File: src/hdl/three_axis_warmup_averaging_filter_defines.svh
// Assertion macros used by the filter top level
`ifndef THREE_AXIS_WARMUP_AVERAGING_FILTER_DEFINES_SVH
`define THREE_AXIS_WARMUP_AVERAGING_FILTER_DEFINES_SVH

// Same-cycle implication, checked outside reset
`define TWAF_ASSERT_IMP(lbl, clk, rst_n, ante, cons, msg) \
    lbl: assert property (@(posedge clk) disable iff (!rst_n) (ante) |-> (cons)) \
        else $error(msg);

// Next-cycle implication, checked outside reset
`define TWAF_ASSERT_NXT(lbl, clk, rst_n, ante, cons, msg) \
    lbl: assert property (@(posedge clk) disable iff (!rst_n) (ante) |=> (cons)) \
        else $error(msg);

`endif

File: src/hdl/twaf_pkg.sv
package twaf_pkg;

    // Filter dimensions
    localparam int WINDOW     = 64;
    localparam int DATA_W     = 32;
    localparam int DIFF_W     = DATA_W + 1;
    localparam int CNT_W      = 7;

    // Serial divider: quotient bits resolved per cycle and cycle count
    localparam int STEP_BITS  = 6;
    localparam int NUM_STEPS  = (DIFF_W + STEP_BITS - 1) / STEP_BITS;
    localparam int DIV_W      = NUM_STEPS * STEP_BITS;
    localparam int STEP_CNT_W = $clog2(NUM_STEPS);

    // Sequencer states
    typedef enum logic [1:0] {
        ST_IDLE,
        ST_DIVIDE,
        ST_COMMIT
    } t_state;

    // Per-lane control from the sequencer
    typedef struct packed {
        logic load;
        logic step;
        logic commit;
    } t_lane_ctrl;

endpackage

File: src/hdl/twaf_lane.sv
module twaf_lane (
    input  logic                                i_clk,
    input  logic                                i_rst_n,
    input  twaf_pkg::t_lane_ctrl                i_ctrl,
    input  logic signed [twaf_pkg::DATA_W-1:0]  i_sample,
    input  logic        [twaf_pkg::CNT_W-1:0]   i_divisor,
    output logic signed [twaf_pkg::DATA_W-1:0]  o_result
);
    import twaf_pkg::*;

    logic signed [DATA_W-1:0] r_filter;
    logic                     r_neg;
    logic [DIV_W-1:0]         r_shift;
    logic [CNT_W-1:0]         r_rem;

    logic signed [DIFF_W-1:0] diff;
    logic [DIFF_W-1:0]        mag;
    logic [DIV_W-1:0]         n_shift;
    logic [CNT_W-1:0]         n_rem;
    logic [DIFF_W:0]          quo_signed;
    logic [DIFF_W:0]          sum;

    // Exact difference Z - F and its magnitude
    always_comb begin
        diff = DIFF_W'($signed({i_sample[DATA_W-1], i_sample})
             - $signed({r_filter[DATA_W-1], r_filter}));
        mag  = diff[DIFF_W-1] ? DIFF_W'(-diff) : DIFF_W'(diff);
    end

    // Restoring division, STEP_BITS quotient bits per cycle while i_ctrl.step is high
    always_comb begin
        logic [CNT_W:0] part;
        logic           qbit;
        n_shift = r_shift;
        n_rem   = r_rem;
        for (int b = 0; b < STEP_BITS; b++) begin
            part = {n_rem, n_shift[DIV_W-1]};
            qbit = (part >= {1'b0, i_divisor});
            if (qbit) begin
                part = part - {1'b0, i_divisor};
            end
            n_rem   = part[CNT_W-1:0];
            n_shift = {n_shift[DIV_W-2:0], qbit};
        end
    end

    // Restore sign (truncation toward zero) and add to the filter value
    always_comb begin
        quo_signed = r_neg ? (DIFF_W+1)'(-{1'b0, r_shift[DIFF_W-1:0]})
                           : {1'b0, r_shift[DIFF_W-1:0]};
        sum        = {{2{r_filter[DATA_W-1]}}, r_filter} + quo_signed;
        o_result   = sum[DATA_W-1:0];
    end

    // Filter state
    always_ff @(posedge i_clk) begin
        if (!i_rst_n) begin
            r_filter <= '0;
        end else if (i_ctrl.commit) begin
            r_filter <= o_result;
        end
    end

    // Divider datapath
    always_ff @(posedge i_clk) begin
        if (i_ctrl.load) begin
            r_neg   <= diff[DIFF_W-1];
            r_shift <= DIV_W'(mag);
            r_rem   <= '0;
        end else if (i_ctrl.step) begin
            r_shift <= n_shift;
            r_rem   <= n_rem;
        end
    end

endmodule

File: src/hdl/twaf_merge.sv
module twaf_merge (
    input  logic                                i_clk,
    input  logic                                i_rst_n,
    input  logic                                i_commit,
    input  logic signed [twaf_pkg::DATA_W-1:0]  i_lane_x,
    input  logic signed [twaf_pkg::DATA_W-1:0]  i_lane_y,
    input  logic signed [twaf_pkg::DATA_W-1:0]  i_lane_z,
    input  logic                                i_settled,
    output logic                                o_free,
    output logic                                o_valid,
    input  logic                                i_ready,
    output logic signed [twaf_pkg::DATA_W-1:0]  o_filtered_x,
    output logic signed [twaf_pkg::DATA_W-1:0]  o_filtered_y,
    output logic signed [twaf_pkg::DATA_W-1:0]  o_filtered_z,
    output logic                                o_settled
);
    import twaf_pkg::*;

    logic r_valid;

    // Slot is free when empty or being drained this cycle
    assign o_free  = !r_valid || i_ready;
    assign o_valid = r_valid;

    // Output valid
    always_ff @(posedge i_clk) begin
        if (!i_rst_n) begin
            r_valid <= 1'b0;
        end else if (i_commit) begin
            r_valid <= 1'b1;
        end else if (i_ready) begin
            r_valid <= 1'b0;
        end
    end

    // Output payload, combining the three lanes
    always_ff @(posedge i_clk) begin
        if (i_commit) begin
            o_filtered_x <= i_lane_x;
            o_filtered_y <= i_lane_y;
            o_filtered_z <= i_lane_z;
            o_settled    <= i_settled;
        end
    end

endmodule

File: src/hdl/three_axis_warmup_averaging_filter.sv
// Channel  | Handshake                   | Payload
// ---------+-----------------------------+----------------------------------
// sample   | i_in_valid / o_in_ready     | i_accel_x, i_accel_y, i_accel_z
// result   | o_out_valid / i_out_ready   | o_filtered_x/y/z, o_settled
//
// A transaction loads the differences, runs 6 divider steps (6 quotient
// bits each) in the per-axis lanes, then commits.
// Reset is synchronous, active low; filters and sample count clear to zero.
// A new sample is taken while a result still waits in the output register;
// the commit cycle stalls until that register is free.
`include "three_axis_warmup_averaging_filter_defines.svh"

module three_axis_warmup_averaging_filter (
    input  logic                                i_clk,
    input  logic                                i_rst_n,
    input  logic                                i_in_valid,
    output logic                                o_in_ready,
    input  logic signed [twaf_pkg::DATA_W-1:0]  i_accel_x,
    input  logic signed [twaf_pkg::DATA_W-1:0]  i_accel_y,
    input  logic signed [twaf_pkg::DATA_W-1:0]  i_accel_z,
    output logic                                o_out_valid,
    input  logic                                i_out_ready,
    output logic signed [twaf_pkg::DATA_W-1:0]  o_filtered_x,
    output logic signed [twaf_pkg::DATA_W-1:0]  o_filtered_y,
    output logic signed [twaf_pkg::DATA_W-1:0]  o_filtered_z,
    output logic                                o_settled
);
    import twaf_pkg::*;

    t_state                r_state, n_state;
    logic [STEP_CNT_W-1:0] r_step_cnt;
    logic [CNT_W-1:0]      r_count;
    logic [CNT_W-1:0]      n_count;
    t_lane_ctrl            ctrl;
    logic                  accept;
    logic                  out_free;
    logic signed [DATA_W-1:0] lane_x, lane_y, lane_z;

    assign accept = i_in_valid && o_in_ready;

    // Saturating sample count; the new count is also the divisor
    assign n_count = (r_count >= CNT_W'(WINDOW)) ? CNT_W'(WINDOW) : r_count + 1'b1;

    // Sequencer next state and lane control
    always_comb begin
        n_state     = r_state;
        o_in_ready  = 1'b0;
        ctrl        = '0;
        case (r_state)
            ST_IDLE: begin
                o_in_ready = 1'b1;
                ctrl.load  = i_in_valid;
                if (i_in_valid) begin
                    n_state = ST_DIVIDE;
                end
            end
            ST_DIVIDE: begin
                ctrl.step = 1'b1;
                if (r_step_cnt == STEP_CNT_W'(NUM_STEPS - 1)) begin
                    n_state = ST_COMMIT;
                end
            end
            ST_COMMIT: begin
                ctrl.commit = out_free;
                if (out_free) begin
                    n_state = ST_IDLE;
                end
            end
            default: begin
                n_state = ST_IDLE;
            end
        endcase
    end

    // Sequencer state
    always_ff @(posedge i_clk) begin
        if (!i_rst_n) begin
            r_state <= ST_IDLE;
        end else begin
            r_state <= n_state;
        end
    end

    // Divider step counter
    always_ff @(posedge i_clk) begin
        if (!i_rst_n) begin
            r_step_cnt <= '0;
        end else if (ctrl.load) begin
            r_step_cnt <= '0;
        end else if (ctrl.step) begin
            r_step_cnt <= r_step_cnt + 1'b1;
        end
    end

    // Sample count
    always_ff @(posedge i_clk) begin
        if (!i_rst_n) begin
            r_count <= '0;
        end else if (accept) begin
            r_count <= n_count;
        end
    end

    // One lane per axis
    twaf_lane u_lane_x (
        .i_clk     (i_clk),
        .i_rst_n   (i_rst_n),
        .i_ctrl    (ctrl),
        .i_sample  (i_accel_x),
        .i_divisor (r_count),
        .o_result  (lane_x)
    );

    twaf_lane u_lane_y (
        .i_clk     (i_clk),
        .i_rst_n   (i_rst_n),
        .i_ctrl    (ctrl),
        .i_sample  (i_accel_y),
        .i_divisor (r_count),
        .o_result  (lane_y)
    );

    twaf_lane u_lane_z (
        .i_clk     (i_clk),
        .i_rst_n   (i_rst_n),
        .i_ctrl    (ctrl),
        .i_sample  (i_accel_z),
        .i_divisor (r_count),
        .o_result  (lane_z)
    );

    // Merge lanes into the output register
    twaf_merge u_merge (
        .i_clk        (i_clk),
        .i_rst_n      (i_rst_n),
        .i_commit     (ctrl.commit),
        .i_lane_x     (lane_x),
        .i_lane_y     (lane_y),
        .i_lane_z     (lane_z),
        .i_settled    (r_count == CNT_W'(WINDOW)),
        .o_free       (out_free),
        .o_valid      (o_out_valid),
        .i_ready      (i_out_ready),
        .o_filtered_x (o_filtered_x),
        .o_filtered_y (o_filtered_y),
        .o_filtered_z (o_filtered_z),
        .o_settled    (o_settled)
    );

    // Checks
    `TWAF_ASSERT_NXT(a_accept_starts_divide, i_clk, i_rst_n, accept, (r_state == ST_DIVIDE) && (r_step_cnt == '0), "accepted sample did not start the divider")
    `TWAF_ASSERT_IMP(a_count_bounded, i_clk, i_rst_n, 1'b1, r_count <= CNT_W'(WINDOW), "sample count above window")
    `TWAF_ASSERT_NXT(a_commit_fills_output, i_clk, i_rst_n, ctrl.commit, o_out_valid && (o_settled == (r_count == CNT_W'(WINDOW))), "commit did not load the output register")

endmodule
File: config.mk
export PLATFORM = sky130hd
export DESIGN_NAME = three_axis_warmup_averaging_filter
export DESIGN_NICKNAME = d
export VERILOG_FILES = /design/src/hdl/twaf_pkg.sv /design/src/hdl/twaf_lane.sv /design/src/hdl/twaf_merge.sv /design/src/hdl/three_axis_warmup_averaging_filter.sv
export VERILOG_INCLUDE_DIRS = /design/src /design/src/hdl
export SDC_FILE = /design/constraint.sdc
export NUM_CORES = 1
export LEC_CHECK = 0
export BUFFER_PORTS_ARGS = -buffer_cell sky130_fd_sc_hd__buf_2
export CORE_MARGIN = 3
export CORE_UTILIZATION = 43
export CTS_CLUSTER_SIZE = 12
export DETAILED_ROUTE_END_ITERATION = 6
export HOLD_SLACK_MARGIN = 0.1
export PLACE_DENSITY = 0.69
export RECOVER_POWER = 50
export SYNTH_ARGS = -nofsm -noshare
export SYNTH_HDL_FRONTEND = slang
export SYNTH_SLANG_ARGS = --single-unit
export TNS_END_PERCENT = 30
File: constraint.sdc
create_clock -name i_clk -period 17.6 [get_ports i_clk]
set_clock_uncertainty 0.1 [all_clocks]
set_input_delay 3.52 -clock i_clk [delete_from_list [all_inputs] [get_ports i_clk]]
set_output_delay 3.52 -clock i_clk [all_outputs]
set_load 0.1 [all_outputs]
Yosys cells after proc, flatten, opt, wreduce, memory -nomap -nowiden
Index checks and enable logic that the tools add are counted.

Bitwise logic cells: 1. Muxes and demuxes: 41. Reduce and logical (&&, ||, !) cells: 8. Magnitude comparators: 19. Equality and inequality tests: 7. $add $sub $neg: 32.

Operator list (number): 33-bit two-way mux (9); 8-bit by 7-bit greater-or-equal comparator with 1-bit output (18); 7-bit two-way mux (19); 7-bit subtractor (18); 33-bit negator (3); 32-bit by 32-bit subtractor with 33-bit output (3); 32-bit adder (3); 32-bit two-way mux (3); 32-bit negator (3); 7-bit by 1-bit adder with 7-bit output, second input constant (1); 7-bit == test, second input constant (1); 7-bit greater-or-equal comparator, second input constant (1); 1-bit two-way mux (6); 2-bit two-way mux (3); 2-bit != test, second input constant (3); 2-bit case mux with 3 select lines (1); 2-bit nonzero test (2); 3-bit by 1-bit adder with 3-bit output, second input constant (1); 3-bit == test, second input constant (1); 3-bit AND reduction (1); 2-bit by 1-bit == test with 1-bit output, second input constant (1); 2-bit == test, second input constant (1); 2-bit zero test (1); 2-bit OR reduction (1); other kinds (4) (4).

Register bits: 338. Output and inout bits: 99. Input port bits: 100. Logic and storage cells: 131.

Longest topological paths before layout
Gate-level depths: netlist (run 1).

Depth after elaboration: 13. Gate-level depth with buffers: 58. Mapped depth without buffers: 55.

Hierarchy
A second synthesis (run 1) with hierarchy kept.

Cells, all modules: 3809. Area total of the unflattened synthesis: 33119.3 um^2.

Modules (own cells, without submodules): twaf_lane (u_lane_y) (times used 1, area an instance 9997.1 um^2, sequential area each 1861.8 um^2, cells each 1240); twaf_lane (u_lane_z) (times used 1, area an instance 9804.4 um^2, sequential area each 1861.8 um^2, cells each 1210); twaf_lane (u_lane_x) (times used 1, area an instance 9756.9 um^2, sequential area each 1861.8 um^2, cells each 1187); twaf_merge (times used 1, area an instance 2961.6 um^2, sequential area each 2932.8 um^2, cells each 101); three_axis_warmup_averaging_filter (times used 1, area an instance 599.3 um^2, sequential area each 240.2 um^2, cells each 71).

Worst setup path after synthesis (run 1)
No wires, ideal clock.

Path kind: flip-flop to flip-flop. From: register r_count[1]. To: register u_lane_z.r_rem[4]. Setup slack: 4341 ps. Data required time: 17274 ps. Stages on the path, launching flop included: 55. Library setup time: 226 ps. Arrival time: 12932 ps. Period minus slack after synthesis: 13259 ps. Buffers on the path: 3. Cell sequence: dfxtp_1 -> inv_1 -> fa_1 -> a211oi_1 -> o21ai_1 -> a31oi_2 -> mux2_2 -> ha_1 -> nor2b_1 -> o31a_1 -> o31ai_1 -> o311ai_2 -> buf_4 -> o21ai_0 -> fa_1 -> nor2b_1 -> o31a_1 -> o21ai_0 -> [... 19 more ...] -> nand3b_1 -> a21oi_1 -> or4b_2 -> o31a_1 -> buf_2 -> mux2_2 -> fa_1 -> nor2b_1 -> o21ai_0 -> nand2b_1 -> a41o_1 -> a21o_1 -> a21o_1 -> a21oi_1 -> and2_1 -> mux2i_4 -> mux2i_1 -> o22ai_1.

Longest elaborated chain between the ends: 12. Elaborated cells between the ends (all ways): 18. Those cells by class: add/sub: 6; order compare: 6; mux: 6.

Ends and longest elaborated chain: start, declared (line three_axis_warmup_averaging_filter.sv:32) `logic [CNT_W-1:0] r_count;`; start signal, assigned (line three_axis_warmup_averaging_filter.sv:100) `r_count <= n_count;`; 7-bit subtractor / 8-bit by 7-bit greater-or-equal comparator with 1-bit output (equally long branches) (line twaf_lane.sv:40, twaf_lane.sv:38); 7-bit two-way mux (line twaf_lane.sv:39) `if (qbit) begin`; 7-bit subtractor / 8-bit by 7-bit greater-or-equal comparator with 1-bit output (equally long branches) (line twaf_lane.sv:40, twaf_lane.sv:38); 7-bit two-way mux (line twaf_lane.sv:39); 7-bit subtractor / 8-bit by 7-bit greater-or-equal comparator with 1-bit output (equally long branches) (line twaf_lane.sv:40, twaf_lane.sv:38); 7-bit two-way mux (line twaf_lane.sv:39); 7-bit subtractor / 8-bit by 7-bit greater-or-equal comparator with 1-bit output (equally long branches) (line twaf_lane.sv:40, twaf_lane.sv:38); 7-bit two-way mux (line twaf_lane.sv:39); 8-bit by 7-bit greater-or-equal comparator with 1-bit output / 7-bit subtractor (equally long branches) (line twaf_lane.sv:38, twaf_lane.sv:40); 7-bit two-way mux (line twaf_lane.sv:39); 7-bit subtractor / 8-bit by 7-bit greater-or-equal comparator with 1-bit output (equally long branches) (line twaf_lane.sv:40, twaf_lane.sv:38); 7-bit two-way mux (*) (line twaf_lane.sv:39); end signal, assigned (line twaf_lane.sv:72) `r_rem <= n_rem;`; end, declared (line twaf_lane.sv:14) `logic [CNT_W-1:0] r_rem;`.

Every way passes the cells marked *; elsewhere a longest branch is shown, timed or not. A chain may end at the register's enable or synchronous reset.

Worst setup path after layout (run 1)
From: register r_count[0]. To: register u_lane_x.r_shift[0] (data pin).

Longest elaborated chain between the ends: 13. Elaborated cells between the ends (all ways): 18. Those cells by class: add/sub: 5; order compare: 6; mux: 7.

Ends and longest elaborated chain: 7-bit subtractor / 8-bit by 7-bit greater-or-equal comparator with 1-bit output (equally long branches) (line twaf_lane.sv:40, twaf_lane.sv:38); 7-bit two-way mux (line twaf_lane.sv:39); 7-bit subtractor / 8-bit by 7-bit greater-or-equal comparator with 1-bit output (equally long branches) (line twaf_lane.sv:40, twaf_lane.sv:38); 7-bit two-way mux (line twaf_lane.sv:39); 7-bit subtractor / 8-bit by 7-bit greater-or-equal comparator with 1-bit output (equally long branches) (line twaf_lane.sv:40, twaf_lane.sv:38); 7-bit two-way mux (line twaf_lane.sv:39); 7-bit subtractor / 8-bit by 7-bit greater-or-equal comparator with 1-bit output (equally long branches) (line twaf_lane.sv:40, twaf_lane.sv:38); 7-bit two-way mux (line twaf_lane.sv:39); 7-bit subtractor / 8-bit by 7-bit greater-or-equal comparator with 1-bit output (equally long branches) (line twaf_lane.sv:40, twaf_lane.sv:38); 7-bit two-way mux (line twaf_lane.sv:39); 8-bit by 7-bit greater-or-equal comparator with 1-bit output (*) (line twaf_lane.sv:38) `qbit = (part >= {1'b0, i_divisor});`; 33-bit two-way mux (*) (line twaf_lane.sv:70) `end else if (i_ctrl.step) begin`; 33-bit two-way mux (*) (line twaf_lane.sv:66) `if (i_ctrl.load) begin`; end signal, assigned (line twaf_lane.sv:68) `r_shift <= DIV_W'(mag);`; end signal, assigned (line twaf_lane.sv:71) `r_shift <= n_shift;`; end, declared (line twaf_lane.sv:13) `logic [DIV_W-1:0] r_shift;`.

Every way passes the cells marked *; elsewhere a longest branch is shown, timed or not. The select of a mux whose other input is x is not followed.

==> results.md, run 1 <==
Run status:
- The flow ran to the end, but the final reports show violations.
- The checks that failed: max-capacitance violations, max-slew violations.

Yosys:
- Among all flip-flop cells after synthesis, the most frequent one is sky130_fd_sc_hd__edfxtp_1.
- Sequential elements use 26.91% of the synthesized area.
- During synthesis, Yosys emitted a total of 0 warnings.
- Summing every instance area after synthesis gives 0.03255 mm^2.
- In the post-synthesis netlist, the cell with the most instances is sky130_fd_sc_hd__nand2_1.
- The largest area contributor in the netlist is sky130_fd_sc_hd__edfxtp_1.
- The share of flip-flops with an asynchronous set or reset is 0%.
- Sorting the synthesized cells by how often they occur yields 412 x sky130_fd_sc_hd__nand2_1, 325 x sky130_fd_sc_hd__ha_1, 296 x sky130_fd_sc_hd__o21ai_0.
- The average cell area after synthesis is 8.400 um^2.
- By area the synthesized netlist is led by sky130_fd_sc_hd__edfxtp_1 18%, sky130_fd_sc_hd__ha_1 12%, sky130_fd_sc_hd__dfxtp_1 8.5%.
- After technology mapping, the gate count stands at 3,875.
- Of the post-synthesis cell area, the dominant cell type holds 18.36%.
- The number of library cell types mapped by synthesis is 96.
- Yosys mapped a number of flops with a built-in enable equal to 199.
- The number of register bits inferred by synthesis is 338.
- The total nets after synthesis is 4,324.

Route:
- The pre-antenna-repair detailed-routing pass consisted of 7 iterations.
- The number of violations reported at the end of detailed-routing iteration 0 is 1,982.
- After detailed routing, the number of vias per cell comes to 5.775.
- After detailed routing, the average wire length per cell comes to 18.05 um.
- In the routed design, unresolved DRC markers number 0.
- The final route contains 29,040 vias.
- In this run the remaining antenna-violating nets after routing total 0.
- For this block, the routed nets add up to 90,760 um of wire.

Clocking:
- The clock tree root driver cell is sky130_fd_sc_hd__clkbuf_16.
- The number of gates resized after CTS was 0.
- Clock-pin slew was measured on the worst setup and hold paths at 70 ps.
- The clock passes through at most 3 buffers.
- The clock insertion delay at the later pin of the skew report is 580 ps.
- TritonCTS built the clock tree.
- Buffers inserted during clock tree synthesis total 44.
- Counting every sink on the clock net gives 338.
- In this run the post-CTS setup repair buffer count came out at 0.
- The number of buffers added to fix hold violations after cts is 0.
- The number of levels in the clock H-tree is 2.

Global routing:
- For this run, the total global-route usage over all layers was measured as 22.28%.
- The initial antenna violation count was 2.
- Entering global routing, the biggest net connects 115 pins.
- The overall overflow remaining after global route is 0.
- The number of global-route vias before repair is 27,410.
- The first global-routing pass estimated 144,600 um of wire.

Layout:
- The count of inserted antenna diode cells is 0.
- The area growth from synthesis to final layout is 9.783%.
- The final net count is 4,472.
- The fraction of layout instances using a drive strength above 1 is 8.007%.
- The footprint of the multi-input gates is 0.02237 mm^2.
- After filler insertion, the fill cell instance count of the layout stands at 7,199.
- The utilization of the core after routing is 47.84%.
- Across the whole layout, storage elements account for 0.008758 mm^2.
- The total non-filler cell area in the finished layout is 0.03573 mm^2.

Floorplan:
- The die span in y is 281.1 um.
- The floorplan step defined a die boundary enclosing 0.07903 mm^2.
- The top-level I/O count is 199.
- The core box area is 0.07470 mm^2.
- The number of standard-cell rows in the floorplan is 100.
- The initial cell density of the core is 43.58%.
- From left edge to right edge, the die measures 281.1 um.

Critical path:
- The data arrival time of the worst path is 14,240 ps.
- The required time reported for the critical path endpoint is 17,700 ps.
- The critical path in this run is classified as register to register.
- Along the worst path, the maximum fanout reaches 23.
- The type of element launching the critical path is a register.
- The register-to-register setup slack is 3460 ps.
- By instance count, the cell type seen most on the critical path is sky130_fd_sc_hd__o21ai_0.
- On the critical path, the stage with the largest delay is an instance of sky130_fd_sc_hd__clkbuf_1.
- In this design, the stage delay of the slowest critical-path cell is 1220 ps.
- The element type at the critical path end is a register.

Placement:
- The count of buffers added on input and output ports is 198.
- Detailed placement ended at an HPWL of 67,910 um.
- The minimum setup slack after placement is 4175 ps.
- The placed instance area is 0.03446 mm^2.
- The congestion estimate from routability-driven global placement came to 0.9021.

Timing:
- The worst-case setup margin in the final layout is 3456 ps.
- Derived from the worst setup path, the maximum achievable clock frequency is 0.07070 GHz.
- Setup violations remaining at the end of the flow were counted as 0.
- The tightest slew margin relative to the limit is -190.8%.
- The final-layout setup total negative slack is 0 ps.
- The actual transition at the worst max-transition pin is 4361 ps.
- The number of max-slew violations in the final report came to 465.
- Setup repair after global routing left no endpoint under its margin.
- The final critical path takes up 80.37% of the cycle.
- The final-report hold violation count came to 0.
- The worst path needs 14,140 ps of the cycle, external delays included.

Hold path:
- The tightest min-delay check is of the register to register type.

Flow run:
- The tool flagged a number of max-cap violations equal to 8.
[worst max-delay path, delay by kind of cell, from the launching register on]
family	cells	cell delay (ps)
AO/OA/AOI/OAI	26	5710
buffers and inverters	2	1280
AND/OR/NAND/NOR	14	2520
adder cells (fa/ha/maj)	7	2540
multiplexers	4	1260
flip-flops	1	330
[cell usage in the layout, fill, tap and decap left out, drive strengths merged, types with 25 or more instances in the layout]
master / count
nor3: 70
nor2: 231
a21o: 102
mux2: 58
buf: 116
nor2b: 63
xor2: 103
o21ai: 320
a21oi: 288
and3: 32
clkbuf: 165
or2: 27
dfxtp: 139
nand3: 74
a31oi: 35
ha: 325
nand4: 39
or3: 43
edfxtp: 199
xnor2: 268
a211oi: 57
o31ai: 66
mux2i: 55
o21a: 58
nand2b: 57
inv: 247
nand2: 412
o41ai: 25
[state kept, by name, summed over array words and instances (netlist names)]
name	flops
u_lane_y.r_shift	36
u_merge.o_filtered_x	32
r_state	2
r_count	7
r_step_cnt	3
u_lane_x.r_rem	7
u_lane_y.r_rem	7
u_lane_x.r_neg	1
u_lane_z.r_neg	1
u_lane_z.r_rem	7
u_lane_x.r_filter	32
u_merge.o_valid	1
u_lane_y.r_neg	1
u_merge.o_filtered_y	32
u_merge.o_settled	1
u_merge.o_filtered_z	32
u_lane_z.r_filter	32
u_lane_z.r_shift	36
u_lane_y.r_filter	32
u_lane_x.r_shift	36
[kinds of logic after synthesis]
group / count (synthesis) / share of synthesized area, %
adders and majority gates: 349 / 13.97
buffers and inverters: 367 / 4.397
xor gates and xnor gates: 371 / 9.983
muxes: 113 / 3.859
and+or+nand+nor: 1173 / 17.63
DFF: 338 / 26.91
AOI/OAI and AO/OA: 1164 / 23.26
[metal layers]
metal | GRT usage (%) | vias to the layer above | wire (um)
met5 | 0 | - | 0
met4 | 5.385 | 0 | 1884
met3 | 2.276 | 131 | 4605
met2 | 37.39 | 760 | 41800
met1 | 30.77 | 13650 | 42480
li1 | - | 14500 | -
[per-stage QoR]
step | cells | hold slack, ps
after floorplan | 3875 | 325.7
after global placement | 4946 | 352.5
after detailed placement | 4946 | 356.8
after CTS | 5028 | 371.3
after global routing | 5028 | 391.5
final | 5028 | 367.4
[worst paths after layout]
path,endpoint,cells after the start,startpoint
worst max-delay path,u_lane_x.r_shift[0],53,r_count[0]
worst min-delay path,u_lane_z.r_rem[6],2,u_lane_z.r_rem[6]
worst max register to register,u_lane_x.r_shift[0],53,r_count[0]
worst min register to register,u_lane_z.r_rem[6],2,u_lane_z.r_rem[6]
[area by class of cell]
| class | instances | share of cell area, % |
|---|---|---|
| multi-input combinational | 3170 | 62.60 |
| inverter | 248 | 2.616 |
| clock buffer | 60 | 3.477 |
| tap | 969 | 3.393 |
| clock inverter | 22 | 0.5672 |
| timing repair buffer | 221 | 2.840 |
| sequential | 338 | 24.51 |
Power of run 1 is left out: the tool's default activity adds up to more than one toggle a clock period on the data nets, which glitch-free logic cannot reach.
==> inputs of run 2 (changes only) <==
ABC_AREA = 1   (was default)
PLACE_DENSITY = 0.71   (was 0.69)
clock period = 11.6 ns   (was 17.6 ns; I/O delays follow)
==> run 2 against run 1 <==
Against the previous run:
- fmax rose by 35%
- the flow still finishes with violations (max-capacitance violations, max-slew violations)
- sequential cell count unchanged
- synthesized cell count is 35% higher
- worst setup slack worse by 2300 ps
- largest cell class unchanged
- count of clock-buffer cells in the layout down 3
- final area increased by 8.5%
==> results.md, run 2 <==
Timing:
- The final critical-path required period is 10,490 ps (-3652 ps).
- The maximum operating frequency was 0.09531 GHz (+35%).
- The number of max-slew violations in the final report was 513 (+10%).
- Setup repair after global routing left no endpoint under its margin.
- The actual transition at the worst max-transition pin came to 3826 ps (-535.3 ps).
- The final-layout setup total negative slack was 0 ps (unchanged).
- The number of failing setup endpoints in the final timing report is 0 (unchanged).
- The final-report hold violation count is 0 (unchanged).
- The tightest slew margin relative to the limit is -155.1% (+36 points).
- The post-route clock period utilization is 90.45% (+10 points).

Yosys:
- The number of library cell types mapped by synthesis is 65 (-32%).
- The post-synthesis instance total came to 5,250 (+35%).
- The number of synthesized flops with an enable pin is 199 (unchanged).
- The number of register bits inferred by synthesis came to 338 (unchanged).
- The largest area contributor in the netlist is sky130_fd_sc_hd__edfxtp_1.
- By area the synthesized netlist is led by sky130_fd_sc_hd__edfxtp_1 17%, sky130_fd_sc_hd__nand2_1 14%, sky130_fd_sc_hd__ha_1 12%.
- The share of flip-flops with an asynchronous set or reset is 0% (unchanged).
- The average cell area after synthesis is 6.727 um^2 (-20%).
- The commonest cells after synthesis are 1,318 x sky130_fd_sc_hd__nand2_1, 796 x sky130_fd_sc_hd__inv_1, 434 x sky130_fd_sc_hd__nor2_1.
- In the synthesized netlist the dominant register cell turns out to be sky130_fd_sc_hd__edfxtp_1.
- The yosys synthesis warning count came to 0 (unchanged).
- sky130_fd_sc_hd__nand2_1 is the most common cell in the netlist.
- The fraction of post-synthesis cell area in the top cell type by area was 16.92% (-1.4 points).
- The sequential-to-total area share from yosys stat is 24.80% (-2.1 points).
- The total nets after synthesis is 5,699 (+32%).
- The combined area of all synthesized cells came to 0.03532 mm^2 (+8.5%).

Clocking:
- The clock input transition at the sequential cells of the worst setup and hold paths came to 60 ps (about the same).
- The clock insertion delay at the later pin of the skew report was 570 ps (about the same).
- The number of levels in the clock H-tree was 2 (unchanged).
- The number of buffers between clock root and the deepest sink was 3 (unchanged).
- The tree is rooted in a sky130_fd_sc_hd__clkbuf_16.
- The total clock buffers created by CTS was 42 (-4.5%).
- The clock sink count was 338 (unchanged).
- The TritonCTS clock tree is done.

Layout:
- In the layout the commonest cells are 1,318 x sky130_fd_sc_hd__nand2_1, 795 x sky130_fd_sc_hd__inv_1, 433 x sky130_fd_sc_hd__nor2_1, 378 x sky130_fd_sc_hd__a21oi_1, 368 x sky130_fd_sc_hd__nand3_1.
- The final net count came to 5,883 (+32%).
- The filler-free cell count of the finished design was 6,528 (+30%).
- The leading cell type in the layout, fill and taps excluded is sky130_fd_sc_hd__nand2_1.
- The utilization of the core after routing is 47.92% (+0.077 points).
- The fraction of layout instances using a drive strength above 1 was 5.890% (-2.1 points).
- The area growth from synthesis to final layout is 9.806% (about the same).
- In the final layout, the registers with the most flip-flops are u_lane_x.r_shift x36, u_lane_y.r_shift x36, u_lane_z.r_shift x36.

Critical path:
- The startpoint identified for the worst register-to-register timing path is r_count[0].
- The maximum single-stage delay on the critical path is 440 ps (-780 ps).
- The type of element launching the critical path is a register.
- The slowest stage cell on the critical path is sky130_fd_sc_hd__fa_1.
- The worst-path maximum fanout is 13 (-43%).
- In this design, the critical path's most frequently occurring cell is sky130_fd_sc_hd__nand2_1.
- STA classifies the critical path endpoint as a register.
- The required time reported for the critical path endpoint is 11,780 ps (-5920 ps).
- The data arrival time of the worst path is 10,670 ps (-3570 ps).
- The register-to-register setup slack is 1110 ps (-2350 ps).
- The worst register-to-register path ends at u_lane_x.r_shift[0].
- The type of the worst setup path is register to register.
- The depth of the worst register-to-register path was 64 (+21%).

Placement:
- The routability-driven placement congestion ratio was 1.013 (+12%).
- The number of buffer cells added on primary ports is 198 (unchanged).
- The half-perimeter wire length after detailed placement is 89,450 um (+32%).
- The number of cells after detailed placement is 6,448 (+30%).

Hold path:
- The number of instances on the worst hold path is 2 (unchanged).
- The startpoint of the tightest hold check path is u_lane_y.r_rem[5].
- The type of the most critical hold path is register to register.
- The worst hold endpoint is u_lane_y.r_rem[5].

Floorplan:
- The core box area is 0.08094 mm^2 (+8.4%).
- The top-level I/O count is 199 (unchanged).
- The floorplan die width came to 292.6 um (+4.1%).
- The number of standard-cell rows in the floorplan is 104 (+4.0%).
- The initial cell density of the core is 43.64% (+0.061 points).
- The die footprint is 0.08561 mm^2 (+8.3%).
- The die span in y is 292.6 um (+4.1%).

Route:
- The routed metal-1 wire length is 48,270 um (+14%).
- The mean routed wirelength per cell came to 17.27 um (-4.3%).
- The routed wire length on met3 is 7469 um (+62%).
- The number of violations reported at the end of detailed-routing iteration 0 is 2,481 (+25%).
- The DRC violation count after routing came to 0 (unchanged).
- The number of nets with antenna violations after routing is 0 (unchanged).
- In this run the top signal layer used is met5.
- The average vias per placed instance is 5.363 (-7.1%).
- The wire length on met2 is 52,650 um (+26%).
- The total length of routed wires was 112,700 um (+24%).
- The detailed-route via count is 35,010 (+21%).
- The number of detailed-routing iterations run before antenna repair is 6 (-1).

Flow run:
- The number of max-cap violations is 9 (+1).

Global routing:
- The number of global-route vias before repair came to 32,870 (+20%).
- The wire length of the first global-routing pass was 176,300 um (+22%).
- The overall overflow remaining after global route is 0 (unchanged).
- The pin count of the biggest net entering global routing is 104 (-9.6%).
- The overall global routing resource usage was 25.59% (+3.3 points).
- The initial antenna violation count is 4 (+2).

Run status:
- The checks that failed: max-capacitance violations, max-slew violations.
- The run finished, with violations left.
-- run 2: cell types whose count changed after synthesis, sizes merged, moves of 137 or more --
cell   delta
xnor2   -158
inv     +561
nand2   +944
nor2    +219
nand3   +323
xor2    +137
-- run 2: cell type report --
cell class / count / area (um^2)
Timing Repair Buffer: 225 / 1056
Inverter: 812 / 3055
Tap cell: 1060 / 1326
Clock inverter: 20 / 214.0
Antenna cell: 1 / 2.502
Clock buffer: 57 / 1169
Multi-Input combinational cell: 4015 / 23200
Sequential cell: 338 / 8758
Fill cell: 8421 / 42160
-- run 2: worst max-delay path: cells and delay by family, from the launching register on --
family                   cells  cell delay, ps
AO/OA/AOI/OAI               15            3060
adder cells (fa/ha/maj)      7            2290
AND/OR/NAND/NOR             33            3620
buffers and inverters        9             740
flip-flops                   1             380
-- run 2: timing repair --
item,CTS,global route
buffers inserted,0,2
setup endpoints to repair,0,24
hold buffers,0,0
resized for setup,0,24
-- run 2: worst max-delay path by stage --
stage                          from                   to  slack, ps  cells past startpoint
6_report                 r_count[0]  u_lane_x.r_shift[0]       1110                     64
2_1_floorplan            r_count[1]    u_lane_x.r_rem[1]        950                     65
3_3_place_gp             r_count[0]    u_lane_z.r_rem[6]        830                     70
4_1_cts        u_lane_x.r_shift[35]  u_lane_x.r_shift[0]        550                     65
3_5_place_dp   u_lane_x.r_shift[35]  u_lane_x.r_shift[0]        650                     65
5_1_grt        u_lane_x.r_shift[35]  u_lane_x.r_shift[0]         20                     64
-- run 2: kinds of logic (layout without fill, tap and decap cells) --
family	count (synthesis)	in the layout	synth area share, %
AOI/OAI and AO/OA	891	891	13.91
xor gates and xnor gates	350	350	8.743
adders and majority gates	349	349	12.87
buffers and inverters	897	1114	9.668
DFF	338	338	24.80
other	0	1	0
and+or+nand+nor	2425	2425	30.01
-- run 2: per-stage QoR --
step	area (um^2)	setup WS, ps	hold slack, ps
2_1_floorplan	35320	952.1	340.1
3_3_place_gp	37480	827.1	364.0
3_5_place_dp	37480	645.8	361.2
4_1_cts	38860	549.6	373.0
5_1_grt	38780	16.67	390.1
6_report	38780	1108	375.2
-- run 2: per-layer routing --
metal | vias up | GRT usage [%]
met4 | 2 | 9.174
met3 | 211 | 2.684
li1 | 17640 | -
met5 | - | 0
met2 | 1192 | 44.04
met1 | 15960 | 33.31
Power of run 2 is left out for the same reason.
